`src/design/tcs_pkg.sv`:
```
// ----------------------------------------------------------------------------
// Thermal cycle sequencer package
// Field widths, register indexes, phase and final action codes.
// ----------------------------------------------------------------------------
package tcs_pkg;

    localparam int TEMP_W   = 13;
    localparam int DRIVE_W  = 9;
    localparam int TIME_W   = 32;
    localparam int HOLD_W   = 16;
    localparam int DUTY_W   = 8;
    localparam int COUNT_W  = 8;
    localparam int MODE_W   = 4;
    localparam int PHASE_W  = 3;
    localparam int CFG_IDX_W  = 4;
    localparam int CFG_DATA_W = 16;

    typedef logic signed [TEMP_W-1:0]  t_temp;
    typedef logic signed [DRIVE_W-1:0] t_drive;
    typedef logic [TIME_W-1:0]         t_time;
    typedef logic [HOLD_W-1:0]         t_hold;
    typedef logic [DUTY_W-1:0]         t_duty;
    typedef logic [COUNT_W-1:0]        t_count;
    typedef logic [MODE_W-1:0]         t_mode;
    typedef logic [PHASE_W-1:0]        t_phase;
    typedef logic [CFG_IDX_W-1:0]      t_cfg_idx;
    typedef logic [CFG_DATA_W-1:0]     t_cfg_data;

    // Configuration register indexes.
    localparam t_cfg_idx CFG_BASE_TEMP      = 4'd0;
    localparam t_cfg_idx CFG_TOP_TEMP       = 4'd1;
    localparam t_cfg_idx CFG_BOTTOM_TEMP    = 4'd2;
    localparam t_cfg_idx CFG_BASE_HOLD_MS   = 4'd3;
    localparam t_cfg_idx CFG_TOP_HOLD_MS    = 4'd4;
    localparam t_cfg_idx CFG_BOTTOM_HOLD_MS = 4'd5;
    localparam t_cfg_idx CFG_CYCLE_TARGET   = 4'd6;
    localparam t_cfg_idx CFG_CONTROL_MODE   = 4'd7;

    // Phase codes reported with every result word.
    localparam t_phase PH_BASE   = 3'd0;
    localparam t_phase PH_TOP    = 3'd1;
    localparam t_phase PH_BOTTOM = 3'd2;
    localparam t_phase PH_FINAL  = 3'd3;
    localparam t_phase PH_MANUAL = 3'd4;

    // Final action codes, control_mode bits 2:1.
    localparam logic [1:0] FIN_HOLD_BASE   = 2'd0;
    localparam logic [1:0] FIN_HOLD_BOTTOM = 2'd1;
    localparam logic [1:0] FIN_HOLD_TOP    = 2'd2;
    localparam logic [1:0] FIN_ALL_OFF     = 2'd3;

    // Reset values of the configuration registers.
    localparam t_temp  RST_BASE_TEMP    = 13'sd400;
    localparam t_temp  RST_TOP_TEMP     = 13'sd1520;
    localparam t_temp  RST_BOTTOM_TEMP  = 13'sd960;
    localparam t_hold  RST_HOLD_MS      = 16'd1000;
    localparam t_count RST_CYCLE_TARGET = 8'd30;
    localparam t_mode  RST_CONTROL_MODE = 4'd1;
    localparam t_temp  RST_SETPOINT     = 13'sd400;

    localparam t_duty DUTY_FULL = 8'd255;
    localparam t_duty DUTY_OFF  = 8'd0;

endpackage

```
`src/design/tcs_if.sv`:
```
// ----------------------------------------------------------------------------
// Thermal cycle sequencer channels
// Tick input, result output and configuration write channels.
// ----------------------------------------------------------------------------
interface tcs_in_if;
    import tcs_pkg::*;

    logic  valid;
    logic  ready;
    t_temp present_temp;
    t_drive pid_drive;
    t_time now_ms;
    logic  start_level;
    logic  select_top;

    modport source (output valid, present_temp, pid_drive, now_ms, start_level,
                    select_top, input ready);
    modport sink   (input valid, present_temp, pid_drive, now_ms, start_level,
                    select_top, output ready);
endinterface

interface tcs_out_if;
    import tcs_pkg::*;

    logic   valid;
    logic   ready;
    t_temp  setpoint;
    t_duty  heater_duty;
    t_duty  fan_duty;
    t_duty  cooler_fan_duty;
    t_duty  cooler_duty;
    logic   hold_done;
    t_phase phase;
    t_count cycles_done;

    modport source (output valid, setpoint, heater_duty, fan_duty, cooler_fan_duty,
                    cooler_duty, hold_done, phase, cycles_done, input ready);
    modport sink   (input valid, setpoint, heater_duty, fan_duty, cooler_fan_duty,
                    cooler_duty, hold_done, phase, cycles_done, output ready);
endinterface

interface tcs_cfg_if;
    import tcs_pkg::*;

    logic      valid;
    logic      ready;
    t_cfg_idx  index;
    t_cfg_data data;

    modport source (output valid, index, data, input ready);
    modport sink   (input valid, index, data, output ready);
endinterface

```
`src/design/thermal_cycle_sequencer_top.sv`:
```
// ----------------------------------------------------------------------------
// Thermal cycle sequencer
// Soak, top/bottom cycling and final action sequencing with duty outputs.
// ----------------------------------------------------------------------------
// Each input word is one control tick and gives exactly one result word. A
// tick is captured in an input register; when the output register is empty or
// being taken, one pass of compare and subtract logic against the sequencer
// state produces the result word, which is loaded into the output register
// while the state updates. The block therefore takes one word per clock cycle
// when the sink keeps up. The rate is set by the single registered pass
// between the input and output registers; the output register lets a new word
// be taken while a result waits. The configuration channel is always ready;
// the user must write it only while the block is idle, which the block itself
// does not enforce. There is no clearing pass after reset.
// ----------------------------------------------------------------------------
module thermal_cycle_sequencer_top #(
    parameter int HEATER_KEEP_DUTY = 20,
    parameter int COOLER_DUTY      = 255
) (
    input  logic          i_clk,
    input  logic          i_rst_n,
    tcs_in_if.sink        i_in,
    tcs_out_if.source     o_out,
    tcs_cfg_if.sink       i_cfg
);
    import tcs_pkg::*;

    localparam t_duty KEEP_DUTY = t_duty'(HEATER_KEEP_DUTY);
    localparam t_duty COOL_DUTY = t_duty'(COOLER_DUTY);

    // Configuration registers.
    t_temp  r_base_temp, r_top_temp, r_bottom_temp;
    t_hold  r_base_hold, r_top_hold, r_bottom_hold;
    t_count r_cycle_target;
    t_mode  r_mode;

    // Input register.
    logic   r_in_valid;
    t_temp  r_in_temp;
    t_drive r_in_drive;
    t_time  r_in_now;
    logic   r_in_start;
    logic   r_in_sel_top;

    // Sequencer state.
    logic   r_base_finished, n_base_finished;
    logic   r_heading_up, n_heading_up;
    t_count r_cycle_count, n_cycle_count;
    logic   r_holding, n_holding;
    t_time  r_hold_start, n_hold_start;
    t_temp  r_setpoint, n_setpoint;
    t_duty  r_heater, n_heater;
    t_duty  r_fan, n_fan;
    logic   r_cooler_on, n_cooler_on;

    // Output register.
    logic   r_out_valid;
    logic   r_out_done;
    t_phase r_out_phase;

    logic   advance;
    logic   n_done;
    t_phase n_phase;

    // Phase selection and working signals of the pass.
    logic   run_en;
    t_temp  run_target;
    logic   run_upward;
    t_hold  run_hold;
    logic   reached;
    logic   hold_over;
    t_time  elapsed;
    logic   drive_en;
    logic   cool_en;
    logic [DRIVE_W-1:0] drive_mag;

    // The input stage moves whenever the output register is empty or being
    // taken in the same cycle.
    assign advance    = r_in_valid && (!r_out_valid || o_out.ready);
    assign i_in.ready = !r_in_valid || advance;
    assign i_cfg.ready = 1'b1;

    always_ff @(posedge i_clk) begin
        if (!i_rst_n) begin
            r_base_temp    <= RST_BASE_TEMP;
            r_top_temp     <= RST_TOP_TEMP;
            r_bottom_temp  <= RST_BOTTOM_TEMP;
            r_base_hold    <= RST_HOLD_MS;
            r_top_hold     <= RST_HOLD_MS;
            r_bottom_hold  <= RST_HOLD_MS;
            r_cycle_target <= RST_CYCLE_TARGET;
            r_mode         <= RST_CONTROL_MODE;
        end else if (i_cfg.valid) begin
            unique case (i_cfg.index)
                CFG_BASE_TEMP:      r_base_temp    <= t_temp'(i_cfg.data[TEMP_W-1:0]);
                CFG_TOP_TEMP:       r_top_temp     <= t_temp'(i_cfg.data[TEMP_W-1:0]);
                CFG_BOTTOM_TEMP:    r_bottom_temp  <= t_temp'(i_cfg.data[TEMP_W-1:0]);
                CFG_BASE_HOLD_MS:   r_base_hold    <= i_cfg.data[HOLD_W-1:0];
                CFG_TOP_HOLD_MS:    r_top_hold     <= i_cfg.data[HOLD_W-1:0];
                CFG_BOTTOM_HOLD_MS: r_bottom_hold  <= i_cfg.data[HOLD_W-1:0];
                CFG_CYCLE_TARGET:   r_cycle_target <= i_cfg.data[COUNT_W-1:0];
                CFG_CONTROL_MODE:   r_mode         <= i_cfg.data[MODE_W-1:0];
                default: ;
            endcase
        end
    end

    always_ff @(posedge i_clk) begin
        if (!i_rst_n) begin
            r_in_valid <= 1'b0;
        end else if (i_in.ready) begin
            r_in_valid <= i_in.valid;
        end
    end

    always_ff @(posedge i_clk) begin
        if (i_in.valid && i_in.ready) begin
            r_in_temp    <= i_in.present_temp;
            r_in_drive   <= i_in.pid_drive;
            r_in_now     <= i_in.now_ms;
            r_in_start   <= i_in.start_level;
            r_in_sel_top <= i_in.select_top;
        end
    end

    // Choose the running phase: none in manual mode or with start released, else
    // base soak while it is enabled and unfinished, then top or bottom while
    // cycles remain, then the final action. The base target is always approached upward.
    always_comb begin
        run_en     = 1'b0;
        run_target = r_base_temp;
        run_upward = 1'b1;
        run_hold   = r_base_hold;
        n_phase    = PH_FINAL;
        if (r_mode[3]) begin
            n_phase = PH_MANUAL;
        end else if (!r_in_start) begin
            n_phase = r_mode[0] ? PH_BASE : PH_TOP;
        end else if (r_mode[0] && !r_base_finished) begin
            run_en  = 1'b1;
            n_phase = PH_BASE;
        end else if (r_cycle_count < r_cycle_target) begin
            run_en = 1'b1;
            if (r_heading_up) begin
                run_target = r_top_temp;
                run_hold   = r_top_hold;
                n_phase    = PH_TOP;
            end else begin
                run_target = r_bottom_temp;
                run_upward = 1'b0;
                run_hold   = r_bottom_hold;
                n_phase    = PH_BOTTOM;
            end
        end
    end

    assign reached   = run_upward ? (r_in_temp >= run_target) : (r_in_temp <= run_target);
    // The hold time is measured modulo 2^32, so timestamp wrap is harmless.
    assign elapsed   = r_in_now - r_hold_start;
    assign hold_over = elapsed >= {{(TIME_W-HOLD_W){1'b0}}, run_hold};
    // Two's complement negation of the drive; only the most negative code
    // sets the top bit, and that case saturates the fan at full duty.
    assign drive_mag = ~r_in_drive + 1'b1;

    always_comb begin
        n_base_finished = r_base_finished;
        n_heading_up    = r_heading_up;
        n_cycle_count   = r_cycle_count;
        n_holding       = r_holding;
        n_hold_start    = r_hold_start;
        n_setpoint      = r_setpoint;
        n_heater        = r_heater;
        n_fan           = r_fan;
        n_cooler_on     = r_cooler_on;
        n_done          = 1'b0;
        drive_en        = 1'b0;
        cool_en         = 1'b0;

        if (r_mode[3]) begin
            // Manual mode leaves the sequencer alone and follows the switch.
            n_setpoint = r_in_sel_top ? r_top_temp : r_bottom_temp;
            drive_en   = 1'b1;
            cool_en    = !r_in_sel_top;
        end else if (!r_in_start) begin
            n_cycle_count   = '0;
            n_heading_up    = 1'b1;
            n_base_finished = 1'b0;
        end else if (run_en) begin
            n_setpoint = run_target;
            drive_en   = 1'b1;
            if (!r_holding) begin
                // Approach with the cooler allowed; the crossing tick starts
                // the hold, which is first checked on the following tick.
                cool_en = 1'b1;
                if (reached) begin
                    n_hold_start = r_in_now;
                    n_holding    = 1'b1;
                end
            end else if (hold_over) begin
                n_holding = 1'b0;
                n_done    = 1'b1;
                if (n_phase == PH_BASE) begin
                    n_base_finished = 1'b1;
                end else if (n_phase == PH_TOP) begin
                    n_heading_up = 1'b0;
                end else begin
                    n_heading_up  = 1'b1;
                    n_cycle_count = r_cycle_count + 1'b1;
                end
            end
        end else begin
            case (r_mode[2:1])
                FIN_HOLD_BASE: begin
                    n_setpoint = r_base_temp;
                    drive_en   = 1'b1;
                end
                FIN_HOLD_BOTTOM: begin
                    n_setpoint = r_bottom_temp;
                    drive_en   = 1'b1;
                end
                FIN_HOLD_TOP: begin
                    n_setpoint = r_top_temp;
                    drive_en   = 1'b1;
                end
                default: begin
                    // All off keeps the setpoint.
                    n_heater    = DUTY_OFF;
                    n_fan       = DUTY_OFF;
                    n_cooler_on = 1'b0;
                end
            endcase
        end

        // Drive stage: a positive drive heats, a negative one runs the fan,
        // keeps a small heater duty and updates the cooler.
        if (drive_en) begin
            if (!r_in_drive[DRIVE_W-1]) begin
                n_heater = r_in_drive[DUTY_W-1:0];
                n_fan    = DUTY_OFF;
            end else begin
                n_heater    = KEEP_DUTY;
                n_fan       = drive_mag[DRIVE_W-1] ? DUTY_FULL : drive_mag[DUTY_W-1:0];
                n_cooler_on = cool_en;
            end
        end
    end

    always_ff @(posedge i_clk) begin
        if (!i_rst_n) begin
            r_base_finished <= 1'b0;
            r_heading_up    <= 1'b1;
            r_cycle_count   <= '0;
            r_holding       <= 1'b0;
            r_hold_start    <= '0;
            r_setpoint      <= RST_SETPOINT;
            r_heater        <= DUTY_OFF;
            r_fan           <= DUTY_OFF;
            r_cooler_on     <= 1'b0;
        end else if (advance) begin
            r_base_finished <= n_base_finished;
            r_heading_up    <= n_heading_up;
            r_cycle_count   <= n_cycle_count;
            r_holding       <= n_holding;
            r_hold_start    <= n_hold_start;
            r_setpoint      <= n_setpoint;
            r_heater        <= n_heater;
            r_fan           <= n_fan;
            r_cooler_on     <= n_cooler_on;
        end
    end

    always_ff @(posedge i_clk) begin
        if (!i_rst_n) begin
            r_out_valid <= 1'b0;
        end else if (advance) begin
            r_out_valid <= 1'b1;
        end else if (o_out.ready) begin
            r_out_valid <= 1'b0;
        end
    end

    always_ff @(posedge i_clk) begin
        if (advance) begin
            r_out_done  <= n_done;
            r_out_phase <= n_phase;
        end
    end

    // The duty and count fields are the state registers themselves, which
    // only change when a new result is loaded.
    assign o_out.valid           = r_out_valid;
    assign o_out.setpoint        = r_setpoint;
    assign o_out.heater_duty     = r_heater;
    assign o_out.fan_duty        = r_fan;
    assign o_out.cooler_fan_duty = r_cooler_on ? DUTY_FULL : DUTY_OFF;
    assign o_out.cooler_duty     = r_cooler_on ? COOL_DUTY : DUTY_OFF;
    assign o_out.hold_done       = r_out_done;
    assign o_out.phase           = r_out_phase;
    assign o_out.cycles_done     = r_cycle_count;

    // A hold can only end from the holding state.
    a_done_needs_hold: assert property (@(posedge i_clk) disable iff (!i_rst_n)
        (advance && n_done) |-> r_holding)
        else $error("hold ended without an active hold");

    // Manual ticks never report a finished hold.
    a_manual_no_done: assert property (@(posedge i_clk) disable iff (!i_rst_n)
        (advance && r_mode[3]) |=> !r_out_done)
        else $error("hold_done set in manual mode");

    // A released start button restarts the cycle count.
    a_start_clears: assert property (@(posedge i_clk) disable iff (!i_rst_n)
        (advance && !r_mode[3] && !r_in_start) |=> (r_cycle_count == '0) && r_heading_up)
        else $error("start release did not restart the sequence");

endmodule
```
`src/flat_wrapper.sv`:
```
// flat-port wrapper written by rule: the top's interface ports become plain ports
module thermal_cycle_sequencer_top_flat import tcs_pkg::*;
#(
    parameter int HEATER_KEEP_DUTY = 20,
    parameter int COOLER_DUTY      = 255
)
  (i_clk, i_rst_n, i_in_valid, i_in_present_temp, i_in_pid_drive, i_in_now_ms, i_in_start_level, i_in_select_top, i_in_ready, o_out_valid, o_out_setpoint, o_out_heater_duty, o_out_fan_duty, o_out_cooler_fan_duty, o_out_cooler_duty, o_out_hold_done, o_out_phase, o_out_cycles_done, o_out_ready, i_cfg_valid, i_cfg_index, i_cfg_data, i_cfg_ready);
  tcs_in_if i_in_i ();
  tcs_out_if o_out_i ();
  tcs_cfg_if i_cfg_i ();
  input  logic i_clk;
  input  logic i_rst_n;
  input wire logic [$bits(i_in_i.valid)-1:0] i_in_valid;
  input wire logic [$bits(i_in_i.present_temp)-1:0] i_in_present_temp;
  input wire logic [$bits(i_in_i.pid_drive)-1:0] i_in_pid_drive;
  input wire logic [$bits(i_in_i.now_ms)-1:0] i_in_now_ms;
  input wire logic [$bits(i_in_i.start_level)-1:0] i_in_start_level;
  input wire logic [$bits(i_in_i.select_top)-1:0] i_in_select_top;
  output wire logic [$bits(i_in_i.ready)-1:0] i_in_ready;
  output wire logic [$bits(o_out_i.valid)-1:0] o_out_valid;
  output wire logic [$bits(o_out_i.setpoint)-1:0] o_out_setpoint;
  output wire logic [$bits(o_out_i.heater_duty)-1:0] o_out_heater_duty;
  output wire logic [$bits(o_out_i.fan_duty)-1:0] o_out_fan_duty;
  output wire logic [$bits(o_out_i.cooler_fan_duty)-1:0] o_out_cooler_fan_duty;
  output wire logic [$bits(o_out_i.cooler_duty)-1:0] o_out_cooler_duty;
  output wire logic [$bits(o_out_i.hold_done)-1:0] o_out_hold_done;
  output wire logic [$bits(o_out_i.phase)-1:0] o_out_phase;
  output wire logic [$bits(o_out_i.cycles_done)-1:0] o_out_cycles_done;
  input wire logic [$bits(o_out_i.ready)-1:0] o_out_ready;
  input wire logic [$bits(i_cfg_i.valid)-1:0] i_cfg_valid;
  input wire logic [$bits(i_cfg_i.index)-1:0] i_cfg_index;
  input wire logic [$bits(i_cfg_i.data)-1:0] i_cfg_data;
  output wire logic [$bits(i_cfg_i.ready)-1:0] i_cfg_ready;
  assign i_in_i.valid = i_in_valid;
  assign i_in_i.present_temp = i_in_present_temp;
  assign i_in_i.pid_drive = i_in_pid_drive;
  assign i_in_i.now_ms = i_in_now_ms;
  assign i_in_i.start_level = i_in_start_level;
  assign i_in_i.select_top = i_in_select_top;
  assign i_in_ready = i_in_i.ready;
  assign o_out_valid = o_out_i.valid;
  assign o_out_setpoint = o_out_i.setpoint;
  assign o_out_heater_duty = o_out_i.heater_duty;
  assign o_out_fan_duty = o_out_i.fan_duty;
  assign o_out_cooler_fan_duty = o_out_i.cooler_fan_duty;
  assign o_out_cooler_duty = o_out_i.cooler_duty;
  assign o_out_hold_done = o_out_i.hold_done;
  assign o_out_phase = o_out_i.phase;
  assign o_out_cycles_done = o_out_i.cycles_done;
  assign o_out_i.ready = o_out_ready;
  assign i_cfg_i.valid = i_cfg_valid;
  assign i_cfg_i.index = i_cfg_index;
  assign i_cfg_i.data = i_cfg_data;
  assign i_cfg_ready = i_cfg_i.ready;
  thermal_cycle_sequencer_top #(.HEATER_KEEP_DUTY(HEATER_KEEP_DUTY), .COOLER_DUTY(COOLER_DUTY)) u_core (.i_clk(i_clk), .i_rst_n(i_rst_n), .i_in(i_in_i), .o_out(o_out_i), .i_cfg(i_cfg_i));
endmodule
```
`config.mk`:
```
export PLATFORM = sky130hd
export DESIGN_NAME = thermal_cycle_sequencer_top_flat
export DESIGN_NICKNAME = d
export VERILOG_FILES = /design/src/design/tcs_pkg.sv /design/src/design/tcs_if.sv /design/src/design/thermal_cycle_sequencer_top.sv /design/src/flat_wrapper.sv
export SDC_FILE = /design/constraint.sdc
export NUM_CORES = 1
export LEC_CHECK = 0
export ABC_AREA = 1
export BUFFER_PORTS_ARGS = -buffer_cell sky130_fd_sc_hd__buf_2
export CORE_UTILIZATION = 34
export DETAILED_ROUTE_END_ITERATION = 10
export SLEW_MARGIN = 20
export SYNTH_ARGS = -nofsm -noshare
export SYNTH_HDL_FRONTEND = slang
export SYNTH_SLANG_ARGS = --single-unit
```
`constraint.sdc`:
```
create_clock -name i_clk -period 4.4 [get_ports i_clk]
set_input_delay 0.44 -clock i_clk [delete_from_list [all_inputs] [get_ports i_clk]]
set_output_delay 0.44 -clock i_clk [all_outputs]
set_load 0.02 [all_outputs]
```
==> results.toml, run 1 <==
[critical_path]
crit_buf_inv = 3
cp_top_family = "simple AND/OR/NAND/NOR gates"
worst_ep_required_time_ns = 4.89
cp_data_arrival_time_ns = 4.71
cp.depth = 28
endpoint_kind = "flop"
critPathLaunchType = "flop"
r2r_setup_slack_ns = 0.17
cp_max_fo = 10
cp_slowest_stage_delay_ns = 0.37
r2r_cells = 28
crit_type = "flop to flop"
cpMostUsedCell = "nand2_1"
cp_slowest_cell = "a211oi_2"

[global_route]
grt_use_total = 0.196
antenna_found_initial = 1
grt_pass1_vias = 11500
grt_max_degree = 103
grt_pass1_wl_um = 61500
overflow = 0

[timing]
fin_skew_ns = 0.0217
layout_setup_ws_ns = 0.171
hold_violations = 0
relSlewSlack = 0.287
period_minus_slack_ns = 4.23
drv_slew = 0
min_period_over_period = 0.961
worstMarginPinSlew_ns = 1.07
fmax_mhz = 236
setup_viol = 0

[worst_hold_path]
whs_path_depth = 1
hold_path_class = "primary input to flop"

[detailed_routing]
drt_first_pass_iters = 5
num_vias = 12300
ant_nets = 0
drt_iter0_drc = 871
drc = 0
detail_route.wl_per_cell_um = 16.2
drt-vias-per-instance = 4.95
postRouteWirelength_um = 40500

[place]
dpl_cell_area_mm2 = 0.0144
dp_hpwl_um = 28100
io_buffers = 139
dp_slack_ns = 0.245
globalplace.congestion = 0.873

[power]
p_leak_nw = 7.51
peakVddDrop_v = 0.000319
power_density_mw_per_mm2 = 364

[clock_tree]
cts.sinks = 234
clk_latency_ns = 0.57
root_buffer = "clkbuf_16"
cts_tree = "built"
numCtsBuffers = 28
h-tree-depth = 1
cts_setup_buffers = 0
clk_path_buf_depth = 3
clkTransAtPathRegs_ns = 0.06

[logic_synthesis]
async_flop_share = 0
ys_types = 59
ys_seq_area_frac = 0.398
ys_warn_count = 0
syn_inst = 1843
synth.top_cells.by_area = "dfxtp_1, edfxtp_1, nand2_1"
avgSynthCellArea_um2 = 7.20
synth_edf_count = 60
synth_top_area_cell = "dfxtp_1"
ys.flop_type = "dfxtp_1"
synth_top_area_share = 0.263
synth_area_mm2 = 0.0133
syn_nets = 1998
ys_ff_latch = 234

[floorplan]
die_x_um = 200
initial_core_util = 0.349
coreArea_mm2 = 0.0380
fp-row-count = 71
die_y_um = 200
die-area_mm2 = 0.0398
pin_count = 141

[final_layout]
drive_gt1_frac = 0.150
syn_to_final_growth_pct = 17.1
fin_nets = 2118
fin_area_mm2 = 0.0155
diodes = 0
fillers = 4021

[run]
maxCapViolCount = 0

[status]
outcome = "complete, no violations"
==> worst paths after layout <==
check,from,to
worst max-delay path,u_core.r_cycle_target[5]$_SDFFE_PN0P_,u_core.o_out.cycles_done[3]$_SDFFE_PN0P_
worst min register to register,u_core.r_base_hold[7]$_SDFFE_PN1P_,u_core.r_base_hold[7]$_SDFFE_PN1P_
worst min-delay path,i_in_now_ms[12],u_core.r_in_now[12]$_DFFE_PP_
worst max register to register,u_core.r_cycle_target[5]$_SDFFE_PN0P_,u_core.o_out.cycles_done[3]$_SDFFE_PN0P_
==> registers in the layout, indices dropped and copies added, names as in the netlist, 16 cells and up <==
signal,count
u_core.r_base_hold,16
u_core.r_bottom_hold,16
u_core.r_hold_start,32
u_core.r_in_now,32
u_core.r_top_hold,16
==> repair_timing <==
item / CTS / global route
resized for setup: 0 / 20
setup endpoints to repair: 0 / 33
hold buffers: 0 / 0
==> routing by layer <==
metal	vias to the layer above	GRT usage	routed length, um
li1	6199	-	-
met3	65	0.0370	2500
met2	361	0.303	17600
met1	5716	0.275	19400
met5	-	0	10
met4	2	0.0565	1040
==> power breakdown <==
group	switching [mW]	leakage, nW	internal, mW
clock network	0.958	0.472	1.38
logic	0.637	5.04	0.334
registers	0.0526	2.00	2.30
total	1.65	7.51	4.01
==> synthesized netlist by cell type, types with 5 or more instances <==
| cell type | instances |
|---|---|
| inv_1 | 238 |
| o221ai_1 | 6 |
| edfxtp_1 | 60 |
| clkbuf_1 | 46 |
| a221o_1 | 10 |
| dfxtp_1 | 174 |
| nor3_1 | 11 |
| a21oi_2 | 8 |
| xnor2_1 | 5 |
| o21ai_0 | 109 |
| ha_1 | 73 |
| nor2_1 | 222 |
| nor2_2 | 12 |
| o211ai_1 | 9 |
| buf_4 | 18 |
| o22ai_1 | 9 |
| nand2_2 | 18 |
| inv_2 | 10 |
| nand4_1 | 21 |
| a31oi_1 | 16 |
| buf_2 | 11 |
| nand2_1 | 468 |
| nand3_1 | 78 |
| nand3_2 | 5 |
| a21oi_1 | 120 |
| xor2_1 | 21 |
==> stage by stage <==
stage / utilization / std cells / setup TNS, ns / hold WS [ns] / total power, mW
finish: 0.409 / 2495 / 0 / 0.0393 / 5.66
floorplan: - / 1843 / 0 / 0.406 / 3.05
global placement: 0.379 / 2439 / 0 / 0.435 / 3.32
global route: 0.409 / 2495 / -4.52 / 0.0117 / 5.94
detailed placement: 0.379 / 2439 / 0 / 0.443 / 3.33
CTS: 0.404 / 2490 / 0 / 0.0188 / 5.69
==> area by class of cell <==
type	count	area [um^2]	area share
Clock buffer	39	835	0.0537
Clock inverter	12	108	0.00693
Inverter	248	938	0.0604
Multi-Input combinational cell	1281	6720	0.433
Sequential cell	234	5290	0.340
Tap cell	511	639	0.0412
Timing Repair Buffer	170	1010	0.0648
==> logic make-up (layout without fill, tap and decap cells) <==
kind of cell	Yosys count	count (layout)	synth area share
buffers and inverters	328	469	0.0995
XOR/XNOR	26	26	0.0172
adder cells (fa/ha/maj)	74	74	0.0703
flip-flops	234	234	0.398
other	1	1	0.000283
AND/OR/NAND/NOR	863	863	0.276
AO/OA/AOI/OAI	317	317	0.139
==> worst register-to-register path, delay by kind of cell, from the launching register on <==
| kind | cells | cell delay (ns) |
|---|---|---|
| buf+inv | 3 | 0.56 |
| flops | 1 | 0.31 |
| simple gates | 17 | 1.73 |
| fa+ha+maj | 2 | 0.59 |
| compound gates | 6 | 0.96 |
==> cells in the final DEF, fill, tap and decap left out, types with 10 or more instances in the layout <==
| cell type | instances |
|---|---|
| nand2_1 | 467 |
| inv_1 | 237 |
| nor2_1 | 222 |
| dfxtp_1 | 174 |
| buf_2 | 138 |
| a21oi_1 | 116 |
| o21ai_0 | 107 |
| nand3_1 | 75 |
| ha_1 | 73 |
| edfxtp_1 | 60 |
| clkbuf_16 | 33 |
| buf_4 | 25 |
| nand4_1 | 21 |
| xor2_1 | 20 |
| nand2_2 | 19 |
| a31oi_1 | 16 |
| nor2_2 | 12 |
| a21oi_2 | 12 |
| nor3_1 | 10 |
| a221o_1 | 10 |
No activity file was read; power rests on OpenSTA's default activity.
==> run 2, diff against run 1 <==
--- a/config.mk
+++ b/config.mk
@@ -5,7 +5,6 @@
 export SDC_FILE = /design/constraint.sdc
 export NUM_CORES = 1
 export LEC_CHECK = 0
-export ABC_AREA = 1
 export BUFFER_PORTS_ARGS = -buffer_cell sky130_fd_sc_hd__buf_2
 export CORE_UTILIZATION = 34
 export DETAILED_ROUTE_END_ITERATION = 10
==> constraint.sdc (replaced) <==
create_clock -name i_clk -period 4.25 [get_ports i_clk]
set_input_delay 0.425 -clock i_clk [delete_from_list [all_inputs] [get_ports i_clk]]
set_output_delay 0.425 -clock i_clk [all_outputs]
set_load 0.02 [all_outputs]
==> run 2 against run 1 <==
Die area decreased by 2.1%. Clock-buffer cell count decreased by 1. Non-clock buffer count increased by 87. Clock skew increased by 0.0017 ns. First-iteration DRC count decreased by 17%. Routed wire length decreased by 6.8%. Sequential share of layout area decreased by 1.6 points. Synthesized area decreased by 2.1%. Final cell count decreased by 11%. Utilization increased by 2.6 points. Cell area increased by 5.3%. The flow now finishes with violations (setup timing). Largest power group is now the clock network.
==> results.toml, run 2 <==
[final_layout]
final_common_cell = "nand2_1"
fin_nets = 1853
largestRegisters = "u_core.r_hold_start: 32 flops, u_core.r_in_now: 32 flops"
layout_common_cells = "nand2_1, dfxtp_1, buf_2"
fin_area_mm2 = 0.0164
syn_to_final_growth_pct = 25.9
final_cells = 2232
drive_gt1_frac = 0.252

[detailed_routing]
wl_met2_um = 17600
drt_iter0_drc = 722
route.met3.wl_um = 1790
top_layer_used = "met5"
drc = 0
drt-vias-per-instance = 5.21
ant_nets = 0
detail_route.wl_per_cell_um = 16.9
drt_first_pass_iters = 5
met1_length_um = 17500
postRouteWirelength_um = 37700
num_vias = 11600

[critical_path]
worst_ep_required_time_ns = 4.72
cp_slowest_stage_delay_ns = 0.54
cp_top_family = "simple AND/OR/NAND/NOR gates"
crit_type = "flop to flop"
path_cells = "inv_1 > ha_2 > inv_2 > fa_2 > a21o_1 > a221o_1 > a21o_1 > a21oi_2 > or3_1 > o211ai_1 > xor2_1 > ha_1 > nand4_1 > a21oi_2 > or4_4 > nor4_4 > nand4_1 > or4_4 > buf_6 > nor3_4 > buf_12 > o31ai_1 > a21oi_1"
endpoint_kind = "flop"
crit_buf_inv = 4
critPathLaunchType = "flop"
cp_max_fo = 10
cp_data_arrival_time_ns = 5.26
cp_slowest_cell = "or4_4"

[place]
dp_hpwl_um = 25900
dpl_cell_area_mm2 = 0.0147
place_inst = 2158
io_buffers = 139
globalplace.congestion = 0.903

[timing]
min_period_over_period = 1.13
worstMarginPinSlew_ns = 0.996
holdWs_ns = 0.0307
layout_setup_ws_ns = -0.542
fin_skew_ns = 0.0234
drv_slew = 0
period_minus_slack_ns = 4.79
rsz0062_at_grt = "true"
hold_violations = 0
fmax_mhz = 209
setup_viol = 44
fin_tns_setup_ns = -12.91
relSlewSlack = 0.333

[floorplan]
die_x_um = 197
fp-row-count = 71
die_y_um = 197
coreArea_mm2 = 0.0377
die-area_mm2 = 0.0390
pin_count = 141
initial_core_util = 0.345

[logic_synthesis]
synth.most_common_cell = "nand2_1"
synth_area_mm2 = 0.0130
ys_types = 79
ys_warn_count = 0
synth_top_area_cell = "dfxtp_1"
async_flop_share = 0
syn_nets = 1682
synthTopCellsByCount = "nand2_1, dfxtp_1, o21ai_0"
ys_ff_latch = 234
avgSynthCellArea_um2 = 8.51
ys.flop_type = "dfxtp_1"
synth.top_cells.by_area = "dfxtp_1, edfxtp_1, nand2_1"
synth_edf_count = 60
ys_seq_area_frac = 0.407
syn_inst = 1527
synth_top_area_share = 0.268

[power]
power_mw = 5.68
power_frac_clock = 0.433
switching_power_mw = 1.50
p_seq_frac = 0.425
swShare = 0.264
power_density_mw_per_mm2 = 347
peakVddDrop_v = 0.000262
p_leak_nw = 6.49
p_int_mw = 4.18
combPwrFrac = 0.142

[clock_tree]
h-tree-depth = 1
cts_hold_buf = 0
numCtsBuffers = 28
root_buffer = "clkbuf_16"
cts_tree = "built"
clk_path_buf_depth = 3
cts.sinks = 234
clk_latency_ns = 0.56
clkTransAtPathRegs_ns = 0.07

[global_route]
grt_pass1_wl_um = 60200
grt_pass1_vias = 11100
antenna_found_initial = 2
grt_use_total = 0.193
grt_max_degree = 104
overflow = 0

[status]
violations = "setup timing"
outcome = "finished, violations left"

[run]
maxCapViolCount = 0

[worst_hold_path]
hold_path_class = "primary input to flop"
-- run 2: layer usage --
layer	global-route usage	vias up
met5	0	-
met3	0.0287	61
met1	0.264	5536
li1	-	5764
met2	0.317	265
met4	0.0479	4
-- run 2: repair_timing --
action,in CTS,in global routing
buffers inserted,11,4
gates cloned,7,1
resized for setup,112,21
pin swaps,60,25
endpoints found under the setup margin,44,44
-- run 2: cell families after synthesis --
| kind of cell | synth area share |
|---|---|
| mux | 0.0502 |
| fa+ha+maj | 0.0719 |
| simple gates | 0.205 |
| flops | 0.407 |
| buf+inv | 0.0588 |
| xor+xnor | 0.0162 |
| other cells | 0.000289 |
| compound gates | 0.191 |
-- run 2: power groups by stage --
stage | clock, mW | sequential, mW | combinational [mW]
2_1_floorplan | 0 | 2.45 | 0.476
3_3_place_gp | 0 | 2.46 | 0.722
3_5_place_dp | 0 | 2.46 | 0.734
4_1_cts | 2.52 | 2.41 | 0.791
5_1_grt | 2.60 | 2.42 | 0.895
6_report | 2.46 | 2.41 | 0.806
-- run 2: final timing paths --
path,slack (ns),endpoint,from,cells after the start
hold / removal,0.03,u_core.r_in_drive[8]$_DFFE_PP_,i_in_pid_drive[8],1
setup reg to reg,-0.54,u_core.o_out.cycles_done[4]$_SDFFE_PN0P_,u_core.r_in_now[0]$_DFFE_PP_,23
setup / recovery,-0.54,u_core.o_out.cycles_done[4]$_SDFFE_PN0P_,u_core.r_in_now[0]$_DFFE_PP_,23
hold reg to reg,0.46,u_core.r_hold_start[6]$_SDFFE_PN0P_,u_core.r_hold_start[6]$_SDFFE_PN0P_,2
-- run 2: final cells by class --
type                       count  area (um^2)
fill                        3752        21300
multi-input combinational   1117         7370
sequential                   234         5300
timing repair buffer         257         1860
clock buffer                  38          820
tap                          511          639
inverter                      60          225
clock inverter                14          143
antenna                        1         2.50
-- run 2: through the flow --
step	util	setup slack [ns]
2_1_floorplan	-	-0.471
3_3_place_gp	0.389	-0.549
3_5_place_dp	0.389	-0.604
4_1_cts	0.431	-0.520
5_1_grt	0.434	-0.841
6_report	0.434	-0.542
-- run 2: worst reg2reg max path, cell delays in order (launching register included) --
cell      delay, ns
edfxtp_1       0.38
inv_1          0.07
ha_2           0.18
inv_2          0.04
fa_2           0.33
a21o_1         0.18
a221o_1        0.32
a21o_1         0.17
a21oi_2        0.14
or3_1          0.12
o211ai_1       0.10
xor2_1         0.16
ha_1           0.30
nand4_1        0.12
a21oi_2        0.05
or4_4          0.54
nor4_4         0.27
nand4_1        0.11
or4_4          0.46
buf_6          0.14
nor3_4         0.14
buf_12         0.15
o31ai_1        0.07
a21oi_1        0.17
==> run 3, diff against run 2 <==
--- a/config.mk
+++ b/config.mk
@@ -5,6 +5,7 @@
 export SDC_FILE = /design/constraint.sdc
 export NUM_CORES = 1
 export LEC_CHECK = 0
+export ABC_AREA = 1
 export BUFFER_PORTS_ARGS = -buffer_cell sky130_fd_sc_hd__buf_2
 export CORE_UTILIZATION = 34
 export DETAILED_ROUTE_END_ITERATION = 10
==> run 3 against run 2 <==
The run now ends clean. Largest cell class unchanged. Highest routed layer unchanged. Clock skew up 0.0056 ns. Clock-buffer cell count up 6. Combinational power up 28%. Critical path type unchanged.
==> results.toml, run 3 (synthesized netlist as in run 1, its figures left out) <==
[final_layout]
multi_input_area_mm2 = 0.00679
diodes = 0
fin_area_mm2 = 0.0161
fin_util = 0.423
largestRegisters = "u_core.r_hold_start: 32 flops, u_core.r_in_now: 32 flops"
final_common_cell = "nand2_1"
final_cells = 2532
fin_nets = 2154
syn_to_final_growth_pct = 21.1
layout_common_cells = "nand2_1, inv_1, nor2_1"
drive_gt1_frac = 0.161
fillers = 3979
seq_area_mm2 = 0.00529

[global_route]
grt_use_total = 0.195
antenna_found_initial = 1
grt_pass1_wl_um = 61800
grt_pass1_vias = 11600
grt_max_degree = 80
overflow = 0

[place]
io_buffers = 139
globalplace.congestion = 0.944
dp_hpwl_um = 28400
dp_slack_ns = 0.208
dpl_cell_area_mm2 = 0.0145
place_inst = 2443

[power]
p_leak_nw = 7.74
combPwrFrac = 0.171
switching_power_mw = 1.71
power_frac_clock = 0.424
power_mw = 6.00
swShare = 0.285
power_density_mw_per_mm2 = 373
p_int_mw = 4.29
peakVddDrop_v = 0.000295
p_seq_frac = 0.405

[clock_tree]
cts.sinks = 234
clkTransAtPathRegs_ns = 0.06
clk_path_buf_depth = 3
cts_tree = "built"
clk_latency_ns = 0.58
numCtsBuffers = 28
h-tree-depth = 1
root_buffer = "clkbuf_16"

[run]
maxCapViolCount = 0

[critical_path]
cp_data_arrival_time_ns = 4.54
reg2reg_to = "u_core.r_hold_start[20]$_SDFFE_PN0P_"
cp_slowest_stage_delay_ns = 0.39
endpoint_kind = "flop"
r2r_setup_slack_ns = 0.17
r2r_cells = 29
critPathLaunchType = "flop"
endpoint = "u_core.r_hold_start[20]$_SDFFE_PN0P_"
worst_ep_required_time_ns = 4.71
crit-reg2reg-launch = "u_core.o_out.cycles_done[5]$_SDFFE_PN0P_"
critPathLaunch = "u_core.o_out.cycles_done[5]$_SDFFE_PN0P_"
cpMostUsedCell = "nand2_1"
cp_max_fo = 9
crit_type = "flop to flop"
cp_slowest_cell = "dfxtp_1"

[detailed_routing]
detail_route.wl_per_cell_um = 15.8
drt_first_pass_iters = 5
drt-vias-per-instance = 4.94
drc = 0
num_vias = 12500
ant_nets = 0
postRouteWirelength_um = 40000
drt_iter0_drc = 1005

[timing]
relSlewSlack = 0.421
period_minus_slack_ns = 4.08
setup_viol = 0
drv_slew = 0
fmax_mhz = 245
worstMarginPinSlew_ns = 0.869
hold_violations = 0
fin_skew_ns = 0.0290
min_period_over_period = 0.959
layout_setup_ws_ns = 0.172

[floorplan]
fp-row-count = 71
die_y_um = 200
coreArea_mm2 = 0.0380
pin_count = 141
die_x_um = 200
initial_core_util = 0.349
die-area_mm2 = 0.0398

[worst_hold_path]
hold_path_class = "primary input to flop"

[status]
outcome = "complete, no violations"
run 3: stage by stage:
stage	setup TNS, ns	hold WS, ns
2_1_floorplan	0	0.406
3_3_place_gp	0	0.437
3_5_place_dp	0	0.444
4_1_cts	0	0.000908
5_1_grt	-0.0240	0.00762
6_report	0	0.0317
run 3: power groups by stage:
stage          sequential [mW]  clock (mW)  combinational (mW)
3_3_place_gp              2.48           0               0.954
2_1_floorplan             2.48           0               0.676
6_report                  2.43        2.54                1.03
5_1_grt                   2.44        2.70                1.16
4_1_cts                   2.43        2.60               0.986
3_5_place_dp              2.48           0               0.967
run 3: worst max-delay path: cells and delay by family, from the launching register on:
family | cells | cell delay, ns
fa+ha+maj | 2 | 0.50
simple gates | 13 | 1.12
xor+xnor | 1 | 0.19
compound gates | 5 | 0.73
buf+inv | 8 | 1.02
flops | 1 | 0.39
run 3: final cells by class:
class,instances,share of cell area
Multi-Input combinational cell,1281,0.423
Sequential cell,234,0.329
Timing Repair Buffer,206,0.0877
Inverter,248,0.0584
Clock buffer,44,0.0549
Tap cell,511,0.0398
Clock inverter,8,0.00747
run 3: routing by layer:
layer	GRT usage	wire length, um
met5	0	10
met2	0.303	17500
met3	0.0322	2830
met4	0.0520	709
met1	0.277	19000
run 3: worst min-delay path by stage:
stage / startpoint / depth (start not counted) / slack, ns / to
2_1_floorplan: u_core.r_mode[3]$_SDFFE_PN0P_ / 0 / 0.41 / u_core.o_out.phase[2]$_DFFE_PP_
3_3_place_gp: u_core.r_base_hold[11]$_SDFFE_PN0P_ / 2 / 0.44 / u_core.r_base_hold[11]$_SDFFE_PN0P_
3_5_place_dp: u_core.r_base_hold[11]$_SDFFE_PN0P_ / 2 / 0.44 / u_core.r_base_hold[11]$_SDFFE_PN0P_
4_1_cts: i_in_now_ms[15] / 1 / 0.0009 / u_core.r_in_now[15]$_DFFE_PP_
5_1_grt: i_in_now_ms[8] / 1 / 0.008 / u_core.r_in_now[8]$_DFFE_PP_
6_report: i_in_now_ms[15] / 1 / 0.03 / u_core.r_in_now[15]$_DFFE_PP_
run 3: what timing repair did:
item	CTS	global route
endpoints found under the setup margin	0	34
hold buffers	19	0
buffers inserted	0	11
endpoints found under the hold margin	19	0
gates resized for setup	0	36
